--- src/hw/rtl/cdd_pkg.sv ---
package cdd_pkg;

   localparam int Stages     = 5;
   localparam int YearOffset = 400;
   localparam int Recip100   = 5243;
   localparam int RecipShift = 19;
   localparam int DaysPerYr  = 365;
   localparam int SatMax     = 65535;
   localparam int DnW        = 21;

   typedef struct packed {
      logic [11:0] first_year;
      logic [3:0]  first_month;
      logic [4:0]  first_day;
      logic [4:0]  first_hour;
      logic [11:0] second_year;
      logic [3:0]  second_month;
      logic [4:0]  second_day;
      logic [4:0]  second_hour;
   } cdd_req_type;

   typedef struct packed {
      logic [15:0] abs_days;
      logic [15:0] abs_hours;
      logic        second_not_earlier;
   } cdd_rsp_type;

   typedef struct packed {
      logic s1;
      logic s2;
      logic s3;
      logic s4;
      logic s5;
   } cdd_en_type;

   function automatic logic [8:0] months_before(input logic [3:0] m);
      logic [8:0] r;
      case (m)
         4'd1:    r = 9'd0;
         4'd2:    r = 9'd31;
         4'd3:    r = 9'd59;
         4'd4:    r = 9'd90;
         4'd5:    r = 9'd120;
         4'd6:    r = 9'd151;
         4'd7:    r = 9'd181;
         4'd8:    r = 9'd212;
         4'd9:    r = 9'd243;
         4'd10:   r = 9'd273;
         4'd11:   r = 9'd304;
         4'd12:   r = 9'd334;
         default: r = 9'd0;
      endcase
      return r;
   endfunction

endpackage

--- src/hw/rtl/calendar_date_distance_top.sv ---
// Calendar date distance between two Gregorian date-hours.
// Request channel: req_valid / req_ready / req_payload carries both dates
// (year, month, day, hour each). Response channel: rsp_valid / rsp_ready /
// rsp_payload returns the absolute day distance, the absolute hour distance
// (both saturated at 65535) and a flag set when the second date-hour is not
// earlier than the first. Every request gives exactly one response, in order.
// The result passes through five register stages from request accept to
// rsp_valid (reciprocal products, quotients and year product, day number,
// differences, hours and saturation).
// Throughput: one request per cycle while rsp_ready is high.
// Stall: each stage holds while the stage after it is full and stalled;
// req_ready drops only when all five stages hold data and rsp_ready is low.
// Bubbles are squeezed out, so requests keep entering during a stall until
// the pipeline is full.
// Reset (synchronous, active high) empties the pipeline; rsp_valid is low
// after it.
module calendar_date_distance_top (
   input  logic                  clock,
   input  logic                  reset,
   input  logic                  req_valid,
   output logic                  req_ready,
   input  cdd_pkg::cdd_req_type  req_payload,
   output logic                  rsp_valid,
   input  logic                  rsp_ready,
   output cdd_pkg::cdd_rsp_type  rsp_payload
);
   import cdd_pkg::*;

   logic [Stages-1:0] vld_ff, vld_in;
   logic [Stages-1:0] adv;
   cdd_en_type        en;

   always_comb begin
      adv[Stages-1] = !vld_ff[Stages-1] || rsp_ready;
      for (int k = Stages-2; k >= 0; k--) begin
         adv[k] = !vld_ff[k] || adv[k+1];
      end
      for (int k = 0; k < Stages; k++) begin
         if (adv[k]) begin
            vld_in[k] = (k == 0) ? req_valid : vld_ff[(k == 0) ? 0 : k-1];
         end else begin
            vld_in[k] = vld_ff[k];
         end
      end
   end

   always_ff @(posedge clock) begin
      if (reset) begin
         vld_ff <= '0;
      end else begin
         vld_ff <= vld_in;
      end
   end

   assign en.s1 = adv[0];
   assign en.s2 = adv[1];
   assign en.s3 = adv[2];
   assign en.s4 = adv[3];
   assign en.s5 = adv[4];

   assign req_ready = adv[0];
   assign rsp_valid = vld_ff[Stages-1];

   // ordering flag on raw fields
   logic later;

   always_comb begin
      if (req_payload.first_year != req_payload.second_year) begin
         later = req_payload.second_year > req_payload.first_year;
      end else if (req_payload.first_month != req_payload.second_month) begin
         later = req_payload.second_month > req_payload.first_month;
      end else if (req_payload.first_day != req_payload.second_day) begin
         later = req_payload.second_day > req_payload.first_day;
      end else begin
         later = req_payload.second_hour >= req_payload.first_hour;
      end
   end

   // side band alongside the day-number stages
   logic [2:0][4:0] h1_ff, h2_ff;
   logic [2:0]      later_ff;

   always_ff @(posedge clock) begin
      if (en.s1) begin
         h1_ff[0]    <= req_payload.first_hour;
         h2_ff[0]    <= req_payload.second_hour;
         later_ff[0] <= later;
      end
      if (en.s2) begin
         h1_ff[1]    <= h1_ff[0];
         h2_ff[1]    <= h2_ff[0];
         later_ff[1] <= later_ff[0];
      end
      if (en.s3) begin
         h1_ff[2]    <= h1_ff[1];
         h2_ff[2]    <= h2_ff[1];
         later_ff[2] <= later_ff[1];
      end
   end

   logic [DnW-1:0] dn1, dn2;

   cdd_day_num u_dn1 (
      .clock (clock),
      .en    (en),
      .year  (req_payload.first_year),
      .month (req_payload.first_month),
      .day   (req_payload.first_day),
      .dn    (dn1)
   );

   cdd_day_num u_dn2 (
      .clock (clock),
      .en    (en),
      .year  (req_payload.second_year),
      .month (req_payload.second_month),
      .day   (req_payload.second_day),
      .dn    (dn2)
   );

   cdd_diff u_diff (
      .clock (clock),
      .en    (en),
      .dn1   (dn1),
      .dn2   (dn2),
      .h1    (h1_ff[2]),
      .h2    (h2_ff[2]),
      .later (later_ff[2]),
      .rsp   (rsp_payload)
   );

endmodule

--- src/hw/rtl/cdd_day_num.sv ---
module cdd_day_num (
   input  logic                  clock,
   input  cdd_pkg::cdd_en_type   en,
   input  logic [11:0]           year,
   input  logic [3:0]            month,
   input  logic [4:0]            day,
   output logic [cdd_pkg::DnW-1:0] dn
);
   import cdd_pkg::*;

   // stage 1: offset year, clamp month, reciprocal products for /100 and /400
   logic [12:0] y;
   logic [12:0] n;
   logic [3:0]  mc;
   logic [12:0] n_ff, n_in;
   logic [1:0]  ylo_ff, ylo_in;
   logic [24:0] pn100_ff, pn100_in, py100_ff, py100_in;
   logic [23:0] pn400_ff, pn400_in, py400_ff, py400_in;
   logic [8:0]  mb_ff, mb_in;
   logic        late_ff, late_in;
   logic [4:0]  day_ff, day_in;

   always_comb begin
      y = 13'({1'b0, year} + 13'(YearOffset));
      n = y - 13'd1;
      if (month == 4'd0) begin
         mc = 4'd1;
      end else if (month > 4'd12) begin
         mc = 4'd12;
      end else begin
         mc = month;
      end
      n_in     = n;
      ylo_in   = y[1:0];
      pn100_in = 25'(n) * 25'(Recip100);
      py100_in = 25'(y) * 25'(Recip100);
      pn400_in = 24'(n[12:2]) * 24'(Recip100);
      py400_in = 24'(y[12:2]) * 24'(Recip100);
      mb_in    = months_before(mc);
      late_in  = (mc > 4'd2);
      day_in   = day;
   end

   always_ff @(posedge clock) begin
      if (en.s1) begin
         n_ff     <= n_in;
         ylo_ff   <= ylo_in;
         pn100_ff <= pn100_in;
         py100_ff <= py100_in;
         pn400_ff <= pn400_in;
         py400_ff <= py400_in;
         mb_ff    <= mb_in;
         late_ff  <= late_in;
         day_ff   <= day_in;
      end
   end

   // stage 2: quotients, leap year, year product and small sum
   logic [5:0]      qn100, qy100;
   logic [4:0]      qn400, qy400;
   logic            leap;
   logic [DnW-1:0]  p365_ff, p365_in;
   logic [11:0]     sum_ff, sum_in;

   always_comb begin
      qn100   = pn100_ff[RecipShift+5:RecipShift];
      qy100   = py100_ff[RecipShift+5:RecipShift];
      qn400   = pn400_ff[RecipShift+4:RecipShift];
      qy400   = py400_ff[RecipShift+4:RecipShift];
      // quotients step at a multiple of the divisor
      leap    = ((ylo_ff == 2'd0) && (qn100 == qy100)) || (qn400 != qy400);
      p365_in = DnW'(n_ff) * DnW'(DaysPerYr);
      sum_in  = 12'(n_ff[12:2]) - 12'(qn100) + 12'(qn400) + 12'(mb_ff)
              + 12'(leap & late_ff) + 12'(day_ff);
   end

   always_ff @(posedge clock) begin
      if (en.s2) begin
         p365_ff <= p365_in;
         sum_ff  <= sum_in;
      end
   end

   // stage 3: linear day number
   logic [DnW-1:0] dn_ff, dn_in;

   assign dn_in = p365_ff + DnW'(sum_ff);

   always_ff @(posedge clock) begin
      if (en.s3) begin
         dn_ff <= dn_in;
      end
   end

   assign dn = dn_ff;

endmodule

--- src/hw/rtl/cdd_diff.sv ---
module cdd_diff (
   input  logic                    clock,
   input  cdd_pkg::cdd_en_type     en,
   input  logic [cdd_pkg::DnW-1:0] dn1,
   input  logic [cdd_pkg::DnW-1:0] dn2,
   input  logic [4:0]              h1,
   input  logic [4:0]              h2,
   input  logic                    later,
   output cdd_pkg::cdd_rsp_type    rsp
);
   import cdd_pkg::*;

   // stage 4: signed day and hour differences
   logic signed [DnW:0] days_ff, days_in;
   logic signed [5:0]   hd_ff, hd_in;
   logic                later_ff;

   assign days_in = $signed({1'b0, dn2}) - $signed({1'b0, dn1});
   assign hd_in   = $signed({1'b0, h2}) - $signed({1'b0, h1});

   always_ff @(posedge clock) begin
      if (en.s4) begin
         days_ff  <= days_in;
         hd_ff    <= hd_in;
         later_ff <= later;
      end
   end

   // stage 5: hours, magnitudes, saturation
   logic signed [26:0] hours;
   logic [26:0]        habs;
   logic [DnW:0]       dabs;
   cdd_rsp_type        rsp_ff, rsp_in;

   always_comb begin
      hours = (27'(days_ff) <<< 4) + (27'(days_ff) <<< 3) + 27'(hd_ff);
      habs  = hours[26] ? 27'(-hours) : 27'(hours);
      dabs  = days_ff[DnW] ? (DnW+1)'(-days_ff) : (DnW+1)'(days_ff);
      rsp_in.abs_days  = (|dabs[DnW:16]) ? 16'(SatMax) : dabs[15:0];
      rsp_in.abs_hours = (|habs[26:16]) ? 16'(SatMax) : habs[15:0];
      rsp_in.second_not_earlier = later_ff;
   end

   always_ff @(posedge clock) begin
      if (en.s5) begin
         rsp_ff <= rsp_in;
      end
   end

   assign rsp = rsp_ff;

endmodule

--- config.mk ---
export PLATFORM = sky130hd
export DESIGN_NAME = calendar_date_distance_top
export DESIGN_NICKNAME = d
export VERILOG_FILES = /design/src/hw/rtl/cdd_pkg.sv /design/src/hw/rtl/calendar_date_distance_top.sv /design/src/hw/rtl/cdd_day_num.sv /design/src/hw/rtl/cdd_diff.sv
export SDC_FILE = /design/constraint.sdc
export NUM_CORES = 2
export LEC_CHECK = 0
export ABC_CLOCK_PERIOD_IN_PS = 10100
export BUFFER_PORTS_ARGS = -buffer_cell sky130_fd_sc_hd__buf_2
export CAP_MARGIN = 10
export CELL_PAD_IN_SITES_DETAIL_PLACEMENT = 2
export CELL_PAD_IN_SITES_GLOBAL_PLACEMENT = 2
export CORE_UTILIZATION = 44
export DETAILED_ROUTE_END_ITERATION = 10
export GPL_TIMING_DRIVEN = 1
export PLACE_DENSITY = 0.89
export SYNTH_ARGS = -nofsm -noshare
export SYNTH_HDL_FRONTEND = slang
export SYNTH_SLANG_ARGS = --single-unit
export TNS_END_PERCENT = 10
--- constraint.sdc ---
create_clock -name clock -period 10.1 [get_ports clock]
set_clock_uncertainty 0.15 [all_clocks]
set_input_delay 1.515 -clock clock [delete_from_list [all_inputs] [get_ports clock]]
set_output_delay 1.515 -clock clock [all_outputs]
set_load 0.01 [all_outputs]
# Word level (Yosys, flattened, before mapping)
# Memories as Yosys holds them, arrays and structs flattened. A register that Yosys moved wholly into a read port is not among the register bits.
# Cells that the tools add are included.
[word_totals] output_inout_bits=35 ramBits=0 wordCells=122 regBits=446 mem_count=2 rom_bits=288 latchBits=0
[op_classes] n_div=0 mux=9 multipliers=10 reduce_logical=20 n_addsub=22 bitwise=2 shift=0 n_eq_ne=7 magnitude_cmp=8
[memory_table] name="(name not given)" words=16 width=9 rd=1 rd_ports_with_merged_regs=1 write_ports=0 line="cdd_pkg.sv:38" text="case (m)"
[memory_table] name="(name not given)" words=16 width=9 rd=1 rd_ports_with_merged_regs=1 write_ports=0 line="cdd_pkg.sv:38"
[op_table] op="multiplier 13 x 13 -> 25 bit (second input constant)" count=4
[op_table] op="multiplier 11 x 13 -> 24 bit (second input constant)" count=4
[op_table] op="adder 12 x 5 -> 12 bit" count=4
[op_table] op="adder 21 x 12 -> 21 bit" count=2
[op_table] op="multiplier 13 x 9 -> 21 bit (second input constant)" count=2
[op_table] op="adder 26 x 25 -> 27 bit" count=1
[op_table] op="adder 27 x 6 -> 27 bit" count=1
[op_table] op="2-to-1 mux 27 bit" count=1
[op_table] op="negation 27 bit" count=1
[op_table] op="adder 12 x 9 -> 13 bit (second input constant)" count=2
[op_table] op="subtractor 13 x 1 -> 13 bit (second input constant)" count=2
[op_table] op="adder 12 bit" count=2
[op_table] op="adder 12 x 9 -> 12 bit" count=2
[op_table] op="subtractor 11 x 6 -> 12 bit" count=2
[op_table] op="2-to-1 mux 22 bit" count=1
[op_table] op="negation 22 bit" count=1
[op_table] op="subtractor 21 x 21 -> 22 bit" count=1
[op_table] op="2-to-1 mux 4 bit" count=4
[op_table] op="inequality test 5 bit" count=3
[op_table] op="== test 6 bit" count=2
[op_table] op="> comparator 12 bit" count=1
[op_table] op="inequality test 12 bit" count=1
[op_table] op="OR reduction 11 bit" count=1
[op_table] op="> comparator 4 x 2 -> 1 bit (second input constant)" count=2
[op_table] op="14 further kinds" count=31

# Depth between registers and ports, before layout
[logic_depth] word_depth=6 mapped_depth=30

# Modules after synthesis
# From an unflattened synthesis, not the netlist that was laid out.
[hier_totals] cells_unflattened=4364 area_unflattened_um2=44614.0
[modules_own_cells] module="cdd_day_num (u_dn1)" seq_area_each_um2=3183.1 area_each_um2=18263.8 cells_each=1774 n_inst=1
[modules_own_cells] module="cdd_day_num (u_dn2)" seq_area_each_um2=3183.1 area_each_um2=18137.4 cells_each=1759 n_inst=1
[modules_own_cells] module="cdd_diff" seq_area_each_um2=1861.8 area_each_um2=6382.4 cells_each=685 n_inst=1
[modules_own_cells] module="calendar_date_distance_top" seq_area_each_um2=1091.0 area_each_um2=1830.5 cells_each=146 n_inst=1

# Worst setup path before layout
# No wires, ideal clock.
[synth_path] path_kind="input -> register" from="in req_payload[18] (netlist bit)" to="reg u_dn2.pn400_ff[23] (data pin)" arrival_time_ns=8.329 setup_time_ns=0.260 path_slack_ns=1.361 stages=25 cell_sequence="ha_1 > xor2_1 > inv_1 > ha_1 > a21boi_0 > nor2b_1 > nor3_1 > o31ai_1 > xnor2_1 > ha_1 > ha_1 > fa_1 > inv_1 > fa_1 > inv_1 > fa_1 > fa_1 > ha_1 > a21o_1 > a2111oi_0 > a211oi_1 > o21ai_0 > nand2b_1 > a31oi_1 > xnor2_1"
[synth_via] elab_chain_len=3
[synth_lines] item="from (decl)" line="calendar_date_distance_top.sv:22" text="input cdd_pkg::cdd_req_type req_payload,"
[synth_lines] item="adder 12 x 9 -> 13 bit" line="cdd_day_num.sv:24" text="y = 13'({1'b0, year} + 13'(YearOffset));"
[synth_lines] item="subtractor 13 x 1 -> 13 bit" line="cdd_day_num.sv:25" text="n = y - 13'd1;"
[synth_lines] item="named net u_dn2.n[12]" line="cdd_day_num.sv:13" text="logic [12:0] n;"
[synth_lines] item="multiplier 11 x 13 -> 24 bit" line="cdd_day_num.sv:37" text="pn400_in = 24'(n[12:2]) * 24'(Recip100);"
[synth_lines] item="named net u_dn2.pn400_in[23]" line="cdd_day_num.sv:18" text="logic [23:0] pn400_ff, pn400_in, py400_ff, py400_in;"
[synth_lines] item="to (signal assigned)" line="cdd_day_num.sv:50" text="pn400_ff <= pn400_in;"
[synth_lines] item="to (decl)" line="cdd_day_num.sv:18"
# The timed path passes the listed nets, and every way through them passes these cells.
# A chain may end at the register's enable or synchronous reset.

# Worst setup path after layout
[layout_path] from="in req_payload[42] (netlist bit)" to="reg u_dn1.pn400_ff[23] (data pin)"
[layout_via] elab_chain_len=3
[layout_lines] item="adder 12 x 9 -> 13 bit" line="cdd_day_num.sv:24"
[layout_lines] item="subtractor 13 x 1 -> 13 bit" line="cdd_day_num.sv:25"
[layout_lines] item="multiplier 11 x 13 -> 24 bit" line="cdd_day_num.sv:37"
[layout_lines] item="named net u_dn1.pn400_in[23]" line="cdd_day_num.sv:18"
[layout_lines] item="to (signal assigned)" line="cdd_day_num.sv:50"
[layout_lines] item="to (decl)" line="cdd_day_num.sv:18"
# The timed path passes the listed nets, and every way through them passes these cells.

==> qor.txt <==
Fillcell total: 9,859
Post-synth top cells: inv_1, ha_1, fa_1
Core Area: 95,580 sq um
Slew Viols, Final: 0
Syn_nets: 5,506
Cell taking the most area after synthesis: ha_1
Seq/Total Area, Yosys: 21.80%
# clock sinks: 312
Rel. slew slack: 17.58%
Cells after synthesis: 4,071
Post-CTS Setup Bufs: 0
Synth Area per Inst: 10.50 sq um
Area Overhead vs Synth: 8.253%
Tmin final: 9.650 ns
Register area: 9319 sq um
R2r worst-path depth: 20
Final Hold Fails: 0
First-pass DRT Iterations: 5
FMAX: 103.6 MHz
Unique masters post-synth: 85
Die ar.: 98,410 sq um
IO Pins: 91
Period utilization: 95.54%
RSZ-0062 raised after global routing: no
Area contributors post-synth: ha_1, fa_1, edfxtp_1, inv_1, xnor2_1
Post-route setup slack: 0.4505 ns
CTS tree: yes
Post-synthesis cell area: 42,750 sq um
GRT overflow: 0
Multi-input logic area: 29,430 sq um
Worst path most repeated cell: nand2_1
WS Path Type: input pin to register
Min-Delay Path Depth: 0
Cell with the most instances after synthesis: inv_1
Clock Path Buffers: 3
Setup Viol. Count Final: 0
CTS Buf Count: 41
Cts hold-fix bufs: 0
First-iteration detailed-routing DRC count: 1,719
Maxcap violations: 0
Number of enable flip-flop cells after synthesis: 307
Via-to-Cell Ratio: 5.769
Vias post-DR: 31,810
Placed cell count: 5,434
Maximum fanout along the worst path: 12
HPWL Detailed: 125.3 mm
First-pass GRT wire length: 247.8 mm
RR Endpoint: u_dn1.p365_ff[20]$_DFFE_PP_
Hold/Removal Path Class: register to register
Layout net count: 5,647
Nature of the critical path endpoint: register
Worst path slowest cell: fa_1
Setup TNS: 0 ns
Initial antenna violation count: 12
Die width: 313.7 um
# rows: 113
Layout cell share with drive strength beyond 1: 5.421%
Ys flop type: edfxtp_1
Root Driver: clkbuf_16
Routability congestion estimate: 0.8638
Worst-path clk slew: 0.06 ns
Post-route DRC violation count: 0
Largest net degree at the start of global routing: 78
Ys async rst share: 0%
Synth Warn #: 0
Die Ht: 313.7 um
Place WS: 0.2412 ns
H-tree Lvls: 2
Antenna Nets Post-Route: 0
Yosys top cell area share: 25.76%
Reg2reg setup slack: 3.81 ns
Yosys reg bits: 312
Crit path DAT: 9.82 ns
Critical R2R Launch: u_dn1.n_ff[6]$_DFFE_PP_
Global-route usage over all layers: 33.78%
Non-Filler Instances: 5,513
Data required, critical path: 10.27 ns
Least-Margin Pin Slew: 1.236 ns
Hold_sp: h1_ff[1]$_DFFE_PP_
Starting Density: 44.73%
Drt total wl: 163.9 mm
WHS Endpoint: h1_ff[6]$_DFFE_PP_
Worst skew pair latency: 0.60 ns
Vias in the first global route: 38,800
IO Port Bufs: 90
CP Launch Type: input pin
Wire per inst: 29.73 um
Status: finished, final reports clean
Worst path max stage delay: 0.60 ns
==> critical path, delay by kind of cell <==
family          cells  cell delay (ns)
fa+ha+maj           8             3.45
simple gates       10             1.80
compound gates      6             1.60
buf+inv             4             0.77
xor+xnor            2             0.65
==> timing repair <==
item	4_1_cts	5_1_grt
endpoints found under the hold margin	0	0
endpoints found under the setup margin	0	1
gates resized for setup	0	1
==> worst max path at each step <==
stage	start	cells past startpoint	slack, ns	to
finish	req_payload[42]	30	0.45	u_dn1.pn400_ff[23]$_DFFE_PP_
global route	req_payload[42]	29	0.19	u_dn1.pn400_ff[23]$_DFFE_PP_
CTS	req_payload[44]	28	0.40	u_dn1.pn400_ff[23]$_DFFE_PP_
detailed placement	req_payload[44]	28	0.24	u_dn1.pn400_ff[23]$_DFFE_PP_
global placement	req_payload[44]	28	1.15	u_dn1.pn400_ff[23]$_DFFE_PP_
floorplan	req_payload[18]	25	1.36	u_dn2.pn400_ff[23]$_DFFE_PP_
==> state kept, by name, summed over array words and instances (netlist names), 6 cells and up <==
name	flops
u_dn2.pn400_ff	6
h2_ff	15
u_diff.rsp	33
u_diff.hd_ff	6
u_dn1.p365_ff	21
u_dn1.sum_ff	12
u_dn1.py100_ff	7
u_dn2.p365_ff	21
u_dn2.pn100_ff	7
u_dn1.pn400_ff	6
u_dn2.dn	21
u_dn2.sum_ff	12
u_dn1.n_ff	11
u_dn2.n_ff	11
u_dn1.dn	21
u_dn2.mb_ff	9
u_dn1.mb_ff	9
u_dn2.py100_ff	7
u_dn1.pn100_ff	7
h1_ff	15
u_diff.days_ff	22
==> metal layers <==
layer | track usage [%] | part of all wire, % | up-vias
met4 | 22.43 | 7.8 | 10
met2 | 63.09 | 53 | 1109
li1 | - | - | 13620
met5 | 0 | 0.045 | -
met3 | 4.783 | 4.0 | 664
met1 | 34.97 | 35 | 16400
==> logic make-up after synthesis <==
group                      synth area share, %
xor gates and xnor gates                 5.204
AOI/OAI and AO/OA                        7.665
and+or+nand+nor                          6.430
muxes                                   0.3278
buffers and inverters                    9.451
adders and majority gates                49.12
DFF                                      21.80
==> through the flow <==
stage	hold slack, ns	area, sq um	util, %
global placement	0.2535	44930	47.01
finish	0.2700	46280	48.42
floorplan	0.2503	42750	-
CTS	0.2696	46260	48.40
global route	0.2842	46270	48.41
detailed placement	0.2556	44930	47.01
==> final cells by class <==
type	count	area share, %
Clock buffer	47	2.266
Multi-Input combinational cell	2690	63.58
Timing Repair Buffer	122	1.492
Clock inverter	27	0.5975
Antenna cell	5	0.02704
Sequential cell	312	20.14
Inverter	1045	8.476
Tap cell	1265	3.420
==> layout by cell type, fill, tap and decap left out, types with 37 or more instances in the layout <==
| cell type | synthesis | final |
|---|---|---|
| a21o_1 | 53 | 53 |
| a21oi_1 | 138 | 138 |
| buf_2 | 1 | 90 |
| clkbuf_16 | 0 | 41 |
| edfxtp_1 | 307 | 307 |
| fa_1 | 499 | 499 |
| ha_1 | 880 | 880 |
| inv_1 | 1045 | 1044 |
| nand2_1 | 129 | 128 |
| nand3_1 | 60 | 59 |
| nor2_1 | 126 | 126 |
| nor3_1 | 37 | 37 |
| o21ai_0 | 109 | 109 |
| xnor2_1 | 165 | 163 |
| xor2_1 | 89 | 89 |
Power is not shown: default switching activity piles up to over one toggle a cycle in this logic, so the estimate is an artifact.
